===== src/rtl/core/memory_map_bump_allocator_defines.svh =====
`ifndef MEMORY_MAP_BUMP_ALLOCATOR_DEFINES_SVH
`define MEMORY_MAP_BUMP_ALLOCATOR_DEFINES_SVH

// same-cycle check, sampled on clk and disabled while rst_n is low
`define MMBA_ASSERT(label, ante, cons, msg) \
    label: assert property (@(posedge clk) disable iff (!rst_n) (ante) |-> (cons)) \
        else $error(msg);

// next-cycle check, sampled on clk and disabled while rst_n is low
`define MMBA_ASSERT_NEXT(label, ante, cons, msg) \
    label: assert property (@(posedge clk) disable iff (!rst_n) (ante) |=> (cons)) \
        else $error(msg);

`endif


===== src/rtl/core/mmba_pkg.sv =====
`timescale 1ns / 1ps

package mmba_pkg;

    // result codes carried on the status port
    typedef enum logic [1:0] {
        STAT_OK       = 2'd0,
        STAT_NO_SPACE = 2'd1,
        STAT_LIMIT    = 2'd2,
        STAT_STORED   = 2'd3
    } result_code_t;

    // page size and the 32-bit address ceiling
    localparam int          PAGE_BITS  = 12;
    localparam int          PAGE_BYTES = 1 << PAGE_BITS;
    localparam logic [63:0] ADDR_LIMIT = 64'h0000_0001_0000_0000;

    // commands from the controller to the datapath
    typedef struct packed {
        logic         ld_item;
        logic         wr_region;
        logic         set_res;
        result_code_t res_code;
        logic         res_use_sum;
        logic         entry_dec;
        logic         entry_inc;
        logic         take_base;
        logic         take_end;
        logic         calc_align;
        logic         emit;
    } dp_cmd_t;

    // status from the datapath to the controller
    typedef struct packed {
        logic is_alloc;
        logic no_regions;
        logic start_below_base;
        logic entry_zero;
        logic beyond_limit;
        logic fits;
        logic last_entry;
        logic out_free;
    } dp_flags_t;

endpackage


===== src/rtl/core/memory_map_bump_allocator.sv =====
`timescale 1ns / 1ps

// Bump allocator over a table of up to MAX_REGIONS memory regions, each a base
// and an exclusive end. A word with op 0 stores one region (status 3); a word
// with op 1 searches back for the last region whose base is at or below
// start_address, then walks forward, page-aligning the start and returning
// aligned start plus size with status 0, or 0 with status 1 (no space) or
// 2 (start plus size beyond 4 GiB). region_count is written on the cfg port;
// the user must write it only while the block is idle; the block itself does not
// enforce this. One word is processed at a time: a region store is written in
// the idle state and handed over from the done state; an allocation steps back
// through a wait and a check state per region, then for each region visited
// forward runs a limit check, which can end it, and a fit check, with a wait
// and a load state between regions. The region table has one registered read
// port. A finished word waits in an output register while the next is taken.
module memory_map_bump_allocator #(
    parameter int MAX_REGIONS = 16
) (
    input  logic        clk,
    input  logic        rst_n,
    input  logic        in_valid,
    output logic        in_stall,
    input  logic        op,
    input  logic [3:0]  region_index,
    input  logic [63:0] region_base,
    input  logic [63:0] region_end,
    input  logic [63:0] start_address,
    input  logic [31:0] alloc_size,
    output logic        out_valid,
    input  logic        out_stall,
    output logic [63:0] end_address,
    output logic [1:0]  status,
    input  logic        cfg_valid,
    output logic        cfg_ready,
    input  logic [4:0]  region_count
);

    mmba_pkg::dp_cmd_t   cmd;
    mmba_pkg::dp_flags_t flags;

    // the count register is always writable
    assign cfg_ready = 1'b1;

    mmba_ctrl u_ctrl (
        .clk      (clk),
        .rst_n    (rst_n),
        .in_valid (in_valid),
        .in_stall (in_stall),
        .flags    (flags),
        .cmd      (cmd)
    );

    mmba_datapath #(
        .MAX_REGIONS (MAX_REGIONS)
    ) u_datapath (
        .clk           (clk),
        .rst_n         (rst_n),
        .op            (op),
        .region_index  (region_index),
        .region_base   (region_base),
        .region_end    (region_end),
        .start_address (start_address),
        .alloc_size    (alloc_size),
        .cfg_valid     (cfg_valid),
        .region_count  (region_count),
        .out_stall     (out_stall),
        .out_valid     (out_valid),
        .end_address   (end_address),
        .status        (status),
        .cmd           (cmd),
        .flags         (flags)
    );

endmodule


===== src/rtl/core/mmba_ram.sv =====
`timescale 1ns / 1ps

module mmba_ram #(
    parameter int WIDTH = 128,
    parameter int DEPTH = 16,
    localparam int AW = (DEPTH > 1) ? $clog2(DEPTH) : 1
) (
    input  logic             clk,
    input  logic             wr_en,
    input  logic [AW-1:0]    wr_addr,
    input  logic [WIDTH-1:0] wr_data,
    input  logic [AW-1:0]    rd_addr,
    output logic [WIDTH-1:0] rd_data
);

    logic [WIDTH-1:0] mem_reg [DEPTH];
    logic [WIDTH-1:0] rd_data_reg;

    // one write port, one registered read port
    always_ff @(posedge clk)
    begin
        if (wr_en)
        begin
            mem_reg[wr_addr] <= wr_data;
        end
        rd_data_reg <= mem_reg[rd_addr];
    end

    assign rd_data = rd_data_reg;

endmodule


===== src/rtl/core/mmba_ctrl.sv =====
`timescale 1ns / 1ps
`include "memory_map_bump_allocator_defines.svh"

module mmba_ctrl (
    input  logic                clk,
    input  logic                rst_n,
    input  logic                in_valid,
    output logic                in_stall,
    input  mmba_pkg::dp_flags_t flags,
    output mmba_pkg::dp_cmd_t   cmd
);

    typedef enum logic [7:0] {
        S_IDLE  = 8'b0000_0001,
        S_BWAIT = 8'b0000_0010,
        S_BCHK  = 8'b0000_0100,
        S_LIM   = 8'b0000_1000,
        S_FIT   = 8'b0001_0000,
        S_FWAIT = 8'b0010_0000,
        S_FLOAD = 8'b0100_0000,
        S_DONE  = 8'b1000_0000
    } state_t;

    state_t state_reg;
    state_t state_next;

    // a new word is taken only between items
    assign in_stall = (state_reg != S_IDLE);

    // next state and datapath commands
    always_comb
    begin
        state_next   = state_reg;
        cmd          = '0;
        cmd.res_code = mmba_pkg::STAT_OK;
        unique case (state_reg)
            S_IDLE:
            begin
                if (in_valid)
                begin
                    cmd.ld_item = 1'b1;
                    priority if (!flags.is_alloc)
                    begin
                        cmd.wr_region = 1'b1;
                        cmd.set_res   = 1'b1;
                        cmd.res_code  = mmba_pkg::STAT_STORED;
                        state_next    = S_DONE;
                    end
                    else if (flags.no_regions)
                    begin
                        cmd.set_res  = 1'b1;
                        cmd.res_code = mmba_pkg::STAT_NO_SPACE;
                        state_next   = S_DONE;
                    end
                    else
                    begin
                        state_next = S_BWAIT;
                    end
                end
            end
            S_BWAIT:
            begin
                state_next = S_BCHK;
            end
            // backward search for the last region at or below the start
            S_BCHK:
            begin
                priority if (flags.start_below_base && flags.entry_zero)
                begin
                    cmd.take_base = 1'b1;
                    cmd.take_end  = 1'b1;
                    state_next    = S_LIM;
                end
                else if (flags.start_below_base)
                begin
                    cmd.entry_dec = 1'b1;
                    state_next    = S_BWAIT;
                end
                else
                begin
                    cmd.take_end = 1'b1;
                    state_next   = S_LIM;
                end
            end
            // limit check, start rounded up to a page
            S_LIM:
            begin
                cmd.calc_align = 1'b1;
                if (flags.beyond_limit)
                begin
                    cmd.set_res  = 1'b1;
                    cmd.res_code = mmba_pkg::STAT_LIMIT;
                    state_next   = S_DONE;
                end
                else
                begin
                    state_next = S_FIT;
                end
            end
            // fit check against the region end, else step forward or end with no space
            S_FIT:
            begin
                priority if (flags.fits)
                begin
                    cmd.set_res     = 1'b1;
                    cmd.res_code    = mmba_pkg::STAT_OK;
                    cmd.res_use_sum = 1'b1;
                    state_next      = S_DONE;
                end
                else if (flags.last_entry)
                begin
                    cmd.set_res  = 1'b1;
                    cmd.res_code = mmba_pkg::STAT_NO_SPACE;
                    state_next   = S_DONE;
                end
                else
                begin
                    cmd.entry_inc = 1'b1;
                    state_next    = S_FWAIT;
                end
            end
            S_FWAIT:
            begin
                state_next = S_FLOAD;
            end
            S_FLOAD:
            begin
                cmd.take_base = 1'b1;
                cmd.take_end  = 1'b1;
                state_next    = S_LIM;
            end
            // hand the result to the output register once it is free
            S_DONE:
            begin
                if (flags.out_free)
                begin
                    cmd.emit   = 1'b1;
                    state_next = S_IDLE;
                end
            end
            default:
            begin
                state_next = S_IDLE;
            end
        endcase
    end

    always_ff @(posedge clk or negedge rst_n)
    begin
        if (!rst_n)
        begin
            state_reg <= S_IDLE;
        end
        else
        begin
            state_reg <= state_next;
        end
    end

    `MMBA_ASSERT_NEXT(a_accept_leaves_idle, in_valid && !in_stall, state_reg != S_IDLE, "accepted word did not start work")
    `MMBA_ASSERT(a_dec_not_at_zero, cmd.entry_dec, !flags.entry_zero, "backward search stepped below region zero")

endmodule


===== src/rtl/core/mmba_datapath.sv =====
`timescale 1ns / 1ps
`include "memory_map_bump_allocator_defines.svh"

module mmba_datapath #(
    parameter int MAX_REGIONS = 16
) (
    input  logic                 clk,
    input  logic                 rst_n,
    input  logic                 op,
    input  logic [3:0]           region_index,
    input  logic [63:0]          region_base,
    input  logic [63:0]          region_end,
    input  logic [63:0]          start_address,
    input  logic [31:0]          alloc_size,
    input  logic                 cfg_valid,
    input  logic [4:0]           region_count,
    input  logic                 out_stall,
    output logic                 out_valid,
    output logic [63:0]          end_address,
    output logic [1:0]           status,
    input  mmba_pkg::dp_cmd_t    cmd,
    output mmba_pkg::dp_flags_t  flags
);

    localparam int AW = (MAX_REGIONS > 1) ? $clog2(MAX_REGIONS) : 1;
    localparam int CW = ((AW > 5) ? AW : 5) + 1;

    logic [4:0]                 region_count_reg, region_count_next;
    logic [CW-1:0]              count_ext;
    logic [CW-1:0]              count_m1;
    logic [AW-1:0]              entry_reg, entry_next;
    logic [63:0]                start_reg, start_next;
    logic [31:0]                size_reg, size_next;
    logic [63:0]                end_reg, end_next;
    logic [32:0]                aligned_reg, aligned_next;
    mmba_pkg::result_code_t     res_code_reg, res_code_next;
    logic [63:0]                res_end_reg, res_end_next;
    logic                       out_valid_reg, out_valid_next;
    logic [63:0]                end_address_reg, end_address_next;
    mmba_pkg::result_code_t     status_reg, status_next;
    logic                       idx_ok;
    logic                       ram_wr_en;
    logic [AW-1:0]              ram_wr_addr;
    logic [127:0]               ram_wr_data;
    logic [127:0]               ram_rd_data;
    logic [63:0]                rd_base;
    logic [63:0]                rd_end;
    logic [64:0]                limit_sum;
    logic [32:0]                page_round;
    logic [33:0]                fit_sum;

    // region table, base and end side by side
    assign idx_ok      = (int'(region_index) < MAX_REGIONS);
    assign ram_wr_en   = cmd.wr_region && idx_ok;
    assign ram_wr_addr = AW'(region_index);
    assign ram_wr_data = {region_base, region_end};

    mmba_ram #(
        .WIDTH (128),
        .DEPTH (MAX_REGIONS)
    ) u_table (
        .clk     (clk),
        .wr_en   (ram_wr_en),
        .wr_addr (ram_wr_addr),
        .wr_data (ram_wr_data),
        .rd_addr (entry_reg),
        .rd_data (ram_rd_data)
    );

    assign rd_base = ram_rd_data[127:64];
    assign rd_end  = ram_rd_data[63:0];

    // region count clamped to the table depth
    assign count_ext = (CW'(region_count_reg) > CW'(MAX_REGIONS)) ?
                       CW'(MAX_REGIONS) : CW'(region_count_reg);
    assign count_m1  = count_ext - CW'(1);

    // limit check, page rounding and fit sum
    assign limit_sum  = {1'b0, start_reg} + 65'(size_reg);
    assign page_round = start_reg[32:0] + 33'(mmba_pkg::PAGE_BYTES - 1);
    assign fit_sum    = 34'(aligned_reg) + 34'(size_reg);

    // status back to the controller
    always_comb
    begin
        flags.is_alloc         = op;
        flags.no_regions       = (count_ext == '0);
        flags.start_below_base = (start_reg < rd_base);
        flags.entry_zero       = (entry_reg == '0);
        flags.beyond_limit     = (start_reg > mmba_pkg::ADDR_LIMIT) ||
                                 (limit_sum > 65'(mmba_pkg::ADDR_LIMIT));
        flags.fits             = (64'(fit_sum) < end_reg);
        flags.last_entry       = ((CW'(entry_reg) + CW'(1)) >= count_ext);
        flags.out_free         = !out_valid_reg || !out_stall;
    end

    // working registers
    always_comb
    begin
        start_next   = start_reg;
        size_next    = size_reg;
        entry_next   = entry_reg;
        end_next     = end_reg;
        aligned_next = aligned_reg;
        res_code_next = res_code_reg;
        res_end_next  = res_end_reg;

        priority if (cmd.ld_item)
        begin
            start_next = start_address;
        end
        else if (cmd.take_base)
        begin
            start_next = rd_base;
        end
        else
        begin
            start_next = start_reg;
        end

        if (cmd.ld_item)
        begin
            size_next  = alloc_size;
            entry_next = count_m1[AW-1:0];
        end
        else if (cmd.entry_dec)
        begin
            entry_next = entry_reg - AW'(1);
        end
        else if (cmd.entry_inc)
        begin
            entry_next = entry_reg + AW'(1);
        end

        if (cmd.take_end)
        begin
            end_next = rd_end;
        end

        if (cmd.calc_align)
        begin
            aligned_next = page_round & ~33'(mmba_pkg::PAGE_BYTES - 1);
        end

        if (cmd.set_res)
        begin
            res_code_next = cmd.res_code;
            res_end_next  = cmd.res_use_sum ? 64'(fit_sum) : '0;
        end
    end

    // output word register and configuration
    always_comb
    begin
        out_valid_next    = out_valid_reg;
        end_address_next  = end_address_reg;
        status_next       = status_reg;
        region_count_next = cfg_valid ? region_count : region_count_reg;
        if (cmd.emit)
        begin
            out_valid_next   = 1'b1;
            end_address_next = res_end_reg;
            status_next      = res_code_reg;
        end
        else if (!out_stall)
        begin
            out_valid_next = 1'b0;
        end
    end

    always_ff @(posedge clk or negedge rst_n)
    begin
        if (!rst_n)
        begin
            out_valid_reg    <= 1'b0;
            region_count_reg <= '0;
        end
        else
        begin
            out_valid_reg    <= out_valid_next;
            region_count_reg <= region_count_next;
        end
    end

    always_ff @(posedge clk)
    begin
        start_reg       <= start_next;
        size_reg        <= size_next;
        entry_reg       <= entry_next;
        end_reg         <= end_next;
        aligned_reg     <= aligned_next;
        res_code_reg    <= res_code_next;
        res_end_reg     <= res_end_next;
        end_address_reg <= end_address_next;
        status_reg      <= status_next;
    end

    assign out_valid   = out_valid_reg;
    assign end_address = end_address_reg;
    assign status      = status_reg;

    `MMBA_ASSERT(a_fail_zero_end, out_valid_reg && (status_reg != mmba_pkg::STAT_OK), end_address_reg == '0, "failed or store word carries a nonzero end address")
    `MMBA_ASSERT_NEXT(a_aligned_page, cmd.calc_align, aligned_reg[mmba_pkg::PAGE_BITS-1:0] == '0, "aligned start is off a page boundary")
    `MMBA_ASSERT(a_inc_in_range, cmd.entry_inc, !flags.last_entry, "forward walk stepped past the region count")

endmodule


===== config.mk =====
export PLATFORM = sky130hd
export DESIGN_NAME = memory_map_bump_allocator
export DESIGN_NICKNAME = d
export VERILOG_FILES = /design/src/rtl/core/mmba_pkg.sv /design/src/rtl/core/memory_map_bump_allocator.sv /design/src/rtl/core/mmba_ram.sv /design/src/rtl/core/mmba_ctrl.sv /design/src/rtl/core/mmba_datapath.sv
export VERILOG_INCLUDE_DIRS = /design/src /design/src/rtl/core
export SDC_FILE = /design/constraint.sdc
export NUM_CORES = 2
export LEC_CHECK = 0
export BUFFER_PORTS_ARGS = -buffer_cell sky130_fd_sc_hd__buf_2
export CORE_MARGIN = 3
export CORE_UTILIZATION = 50
export DETAILED_ROUTE_END_ITERATION = 10
export PLACE_DENSITY = 0.72
export REMOVE_ABC_BUFFERS = 1
export SLEW_MARGIN = 20
export SYNTH_ARGS = -nofsm -noshare
export SYNTH_HDL_FRONTEND = slang
export SYNTH_HIERARCHICAL = 1
export SYNTH_SLANG_ARGS = --single-unit
export TNS_END_PERCENT = 10

===== constraint.sdc =====
create_clock -name clk -period 12.1 [get_ports clk]
set_clock_uncertainty 0.1 [all_clocks]
set_input_delay 2.42 -clock clk [delete_from_list [all_inputs] [get_ports clk]]
set_output_delay 2.42 -clock clk [all_outputs]
set_load 0.02 [all_outputs]

==> flow_summary.ini <==
[grt]
antenna_found_initial = 53
grt_use_total_pct = 23.9
overflow = 0
grt_pass1_wl_mm = 342
grt_pass1_vias = 49000
grt_max_degree = 115

[floorplan]
initial_utilization_pct = 50.5
num_rows = 159
io_pins = 308
die_y_um = 442
die_w_um = 442
core_um2 = 188000
die_area_um2 = 196000

[synthesis]
ys_seq_area_share_pct = 75.8
syn_inst = 4796
synth_area_leaders = edfxtp_1, mux4_2, dfxtp_1
yosys.area.top_type_share_pct = 72.7
yosys_warnings = 6
yosys.area_share.simple_pct = 2.94
avgSynthCellArea_um2 = 19.8
ys_seq_elements = 2447
synth_compound_area_share_pct = 4.49
synth.distinct_cells = 90
synthArstFlopShare_pct = 0.572
yosys.area.top_type = edfxtp_1
synthXorXnorAreaFrac_pct = 0.497
synth_top_family_by_area = multiplexers
ys.flop_type = edfxtp_1
synth_fa_ha_area_share_pct = 2.14
synth-edff-count = 2305
muxShareOfSynthArea_pct = 12.3
synth_area_um2 = 95200

[place]
io_buffer_count = 276
dp_cells = 7442
dpl-instance-area_um2 = 99400
gp_congestion = 0.894
hpwl_mm = 134
dp_slack_ps = 5300

[critical_path]
worstSetupEndpointType = flip-flop
crit_slowest_cell = buf_4
path_depth = 8
critical_path_class = in -> reg
path_buf_inv = 4
reg2regPathDepth = 15
timing.critical_path.mode_cell = buf_4
r2r-start = u_datapath/size_reg[6]
crit_start = in_valid
cp_top_family = buffers and inverters
path_cells = buf_2 -> nand4_1 -> nor2_1 -> nand3_1 -> nor3_2 -> buf_4 -> buf_4 -> buf_4
worstPathArrival_ps = 6420
cpPeakStageDelay_ps = 940
crit_path_start_kind = primary input
crit_fanout = 50
cp_data_required_time_ps = 12470

[detailed_routing]
wl_mm = 234
drc = 0
ant_nets = 0
drtPass1Iterations = 6
num_vias = 48600
routedWlPerCell_um = 29.6
drt-initial-drc-count = 5775
via_per_inst = 6.15

[min_path]
min_from = u_datapath/u_table/rd_data[30]
min_path_cells = 0
hold_path.class = reg -> reg

[sta]
rsz0062_at_grt = no
finalCriticalPeriod_ps = 6050
post-route-period-util_pct = 50.0
final-setup-viol-count = 0
hold_viol_final = 0
worst_hold_slack_ps = 272
maxSlewHeadroom_pct = 24.1
slew_viol_final = 0
worst_slew_pin_slew_ps = 1140
setup_slack_ps = 6050
max_freq_mhz = 165

[cells_and_area]
finalNonFillerCells = 7902
finish.net_count = 5580
multi_input_area_um2 = 21600
drive_above_1_share_pct = 23.0
fillCellCount = 13600
register_area_um2 = 72100
largest_reg_flops = 2048
syn_to_final_growth_pct = 12.8
finish.instance_area_um2 = 107000

[clocking]
cts_tree = done
path_clk_slew_ps = 70
root_buffer = clkbuf_16
cts_buffers = 229
cts_resized = 0
clock_latency_ps = 880
holdBufCountCts = 0
post-cts-setup-buffer-count = 0
htreeDepth = 4
cts_sinks = 2447
max-clock-path-buffers = 3

[power_and_ir_drop]
cellLeakagePower_nw = 35.8
ir_drop_mv = 0.152
power_density_nw_per_um2 = 216
power_mw = 23.2

[flow_run]
maxCapViolCount = 0

[status]
outcome = finished, final reports clean
==> cell usage in the layout (no fill, tap or decap), drive strengths merged, types with 9 or more instances in the layout <==
| cell type | Yosys | layout |
|---|---|---|
| buf | 125 | 362 |
| dfrtp | 13 | 13 |
| mux4 | 476 | 476 |
| nor4 | 33 | 33 |
| and2 | 39 | 39 |
| diode | 0 | 21 |
| nor2b | 30 | 30 |
| nor3 | 31 | 31 |
| bufinv | 0 | 25 |
| nand2 | 232 | 232 |
| nand4 | 37 | 37 |
| conb | 2 | 31 |
| o211ai | 22 | 22 |
| a22oi | 222 | 222 |
| o21bai | 9 | 9 |
| nand2b | 26 | 26 |
| a31oi | 9 | 9 |
| a21o | 42 | 42 |
| o31ai | 9 | 9 |
| dfxtp | 128 | 128 |
| nand3 | 20 | 20 |
| edfxtp | 2305 | 2305 |
| clkbuf | 113 | 316 |
| a211oi | 27 | 27 |
| xnor2 | 32 | 32 |
| nor2 | 84 | 84 |
| xor2 | 22 | 22 |
| o21ai | 115 | 115 |
| ha | 158 | 158 |
| mux2i | 91 | 91 |
| inv | 125 | 133 |
| o22ai | 24 | 24 |
| clkinv | 0 | 83 |
| a21oi | 96 | 96 |
==> synth_stat cells, types with 9 or more instances <==
| cell | count |
|---|---|
| buf_4 | 41 |
| buf_2 | 54 |
| edfxtp_1 | 2305 |
| dfrtp_1 | 13 |
| nand3_1 | 20 |
| nand2b_1 | 26 |
| a22oi_1 | 222 |
| a31oi_1 | 9 |
| ha_1 | 158 |
| a21o_1 | 42 |
| o211ai_1 | 22 |
| o21bai_1 | 9 |
| nand2_1 | 232 |
| o22ai_1 | 24 |
| nor2b_1 | 29 |
| mux2i_1 | 91 |
| dfxtp_1 | 128 |
| buf_1 | 10 |
| xnor2_1 | 32 |
| a211oi_1 | 24 |
| nor2_1 | 82 |
| mux4_2 | 476 |
| inv_1 | 124 |
| a21oi_1 | 95 |
| nor4_1 | 31 |
| and2_1 | 38 |
| buf_6 | 16 |
| xor2_1 | 22 |
| clkbuf_1 | 113 |
| nor3_1 | 31 |
| nand4_1 | 37 |
| o21ai_0 | 111 |
==> through the flow <==
step	utilization, %	TNS, ps
6_report	57.0	0
5_1_grt	56.9	0
4_1_cts	56.9	0
3_5_place_dp	52.8	0
3_3_place_gp	52.8	0
2_1_floorplan	-	-3263990
==> metal layers <==
metal  vias to the layer above  wire length [µm]  global-route usage [%]
li1                      20400                 -                       -
met1                     25500             93700                    33.6
met2                      2357            113000                    38.0
met3                       393             20300                    5.14
met4                        14              6980                    7.12
met5                         -               105                       0
==> cell families (layout without fill, tap and decap cells) <==
| group | after synthesis | in the layout |
|---|---|---|
| xor gates and xnor gates | 54 | 54 |
| other | 2 | 52 |
| muxes | 574 | 574 |
| buffers and inverters | 363 | 924 |
| AOI/OAI and AO/OA | 628 | 628 |
| DFF | 2447 | 2447 |
| and+or+nand+nor | 567 | 567 |
| adders and majority gates | 161 | 161 |
==> power by group <==
part	internal [mW]	switching, mW
sequential	9.89	0.330
combinational	2.24	3.41
clock	4.20	3.11
==> path summary, 6_finish.rpt <==
path,endpoint,slack (ps)
worst max-delay path,u_datapath/u_table/mem_reg[12][78],6050
worst min-delay path,u_datapath/end_reg[30],270
worst max register to register,u_datapath/res_end_reg[16],6190
worst min register to register,u_datapath/end_reg[30],270
max in group asynchronous,u_ctrl/state_reg[0],10170
min in group asynchronous,u_datapath/out_valid,1370
==> worst reg2reg max path: stages, from the launching register on <==
cell       delay [ps]
edfxtp_1          510
ha_1              560
o211ai_1          210
a22oi_1           290
and2_1            190
a221o_1           260
o31ai_4           100
o31ai_2           290
a211oi_2          160
o21ai_1           650
mux2_2            420
o2bb2ai_1         640
nand4_1           500
nand2_1           310
nand3b_1          100
buf_4             300
==> cell type report <==
cell class	count	share of cell area, %
diodes	21	0.0490
well taps	2495	2.91
repair buffers	362	2.03
flip-flops and latches	2447	67.2
multi-input cells	2015	20.1
inverters	125	0.442
clock buffers	316	5.88
clock inverters	121	1.36
Power figures use the tool's default switching activity.
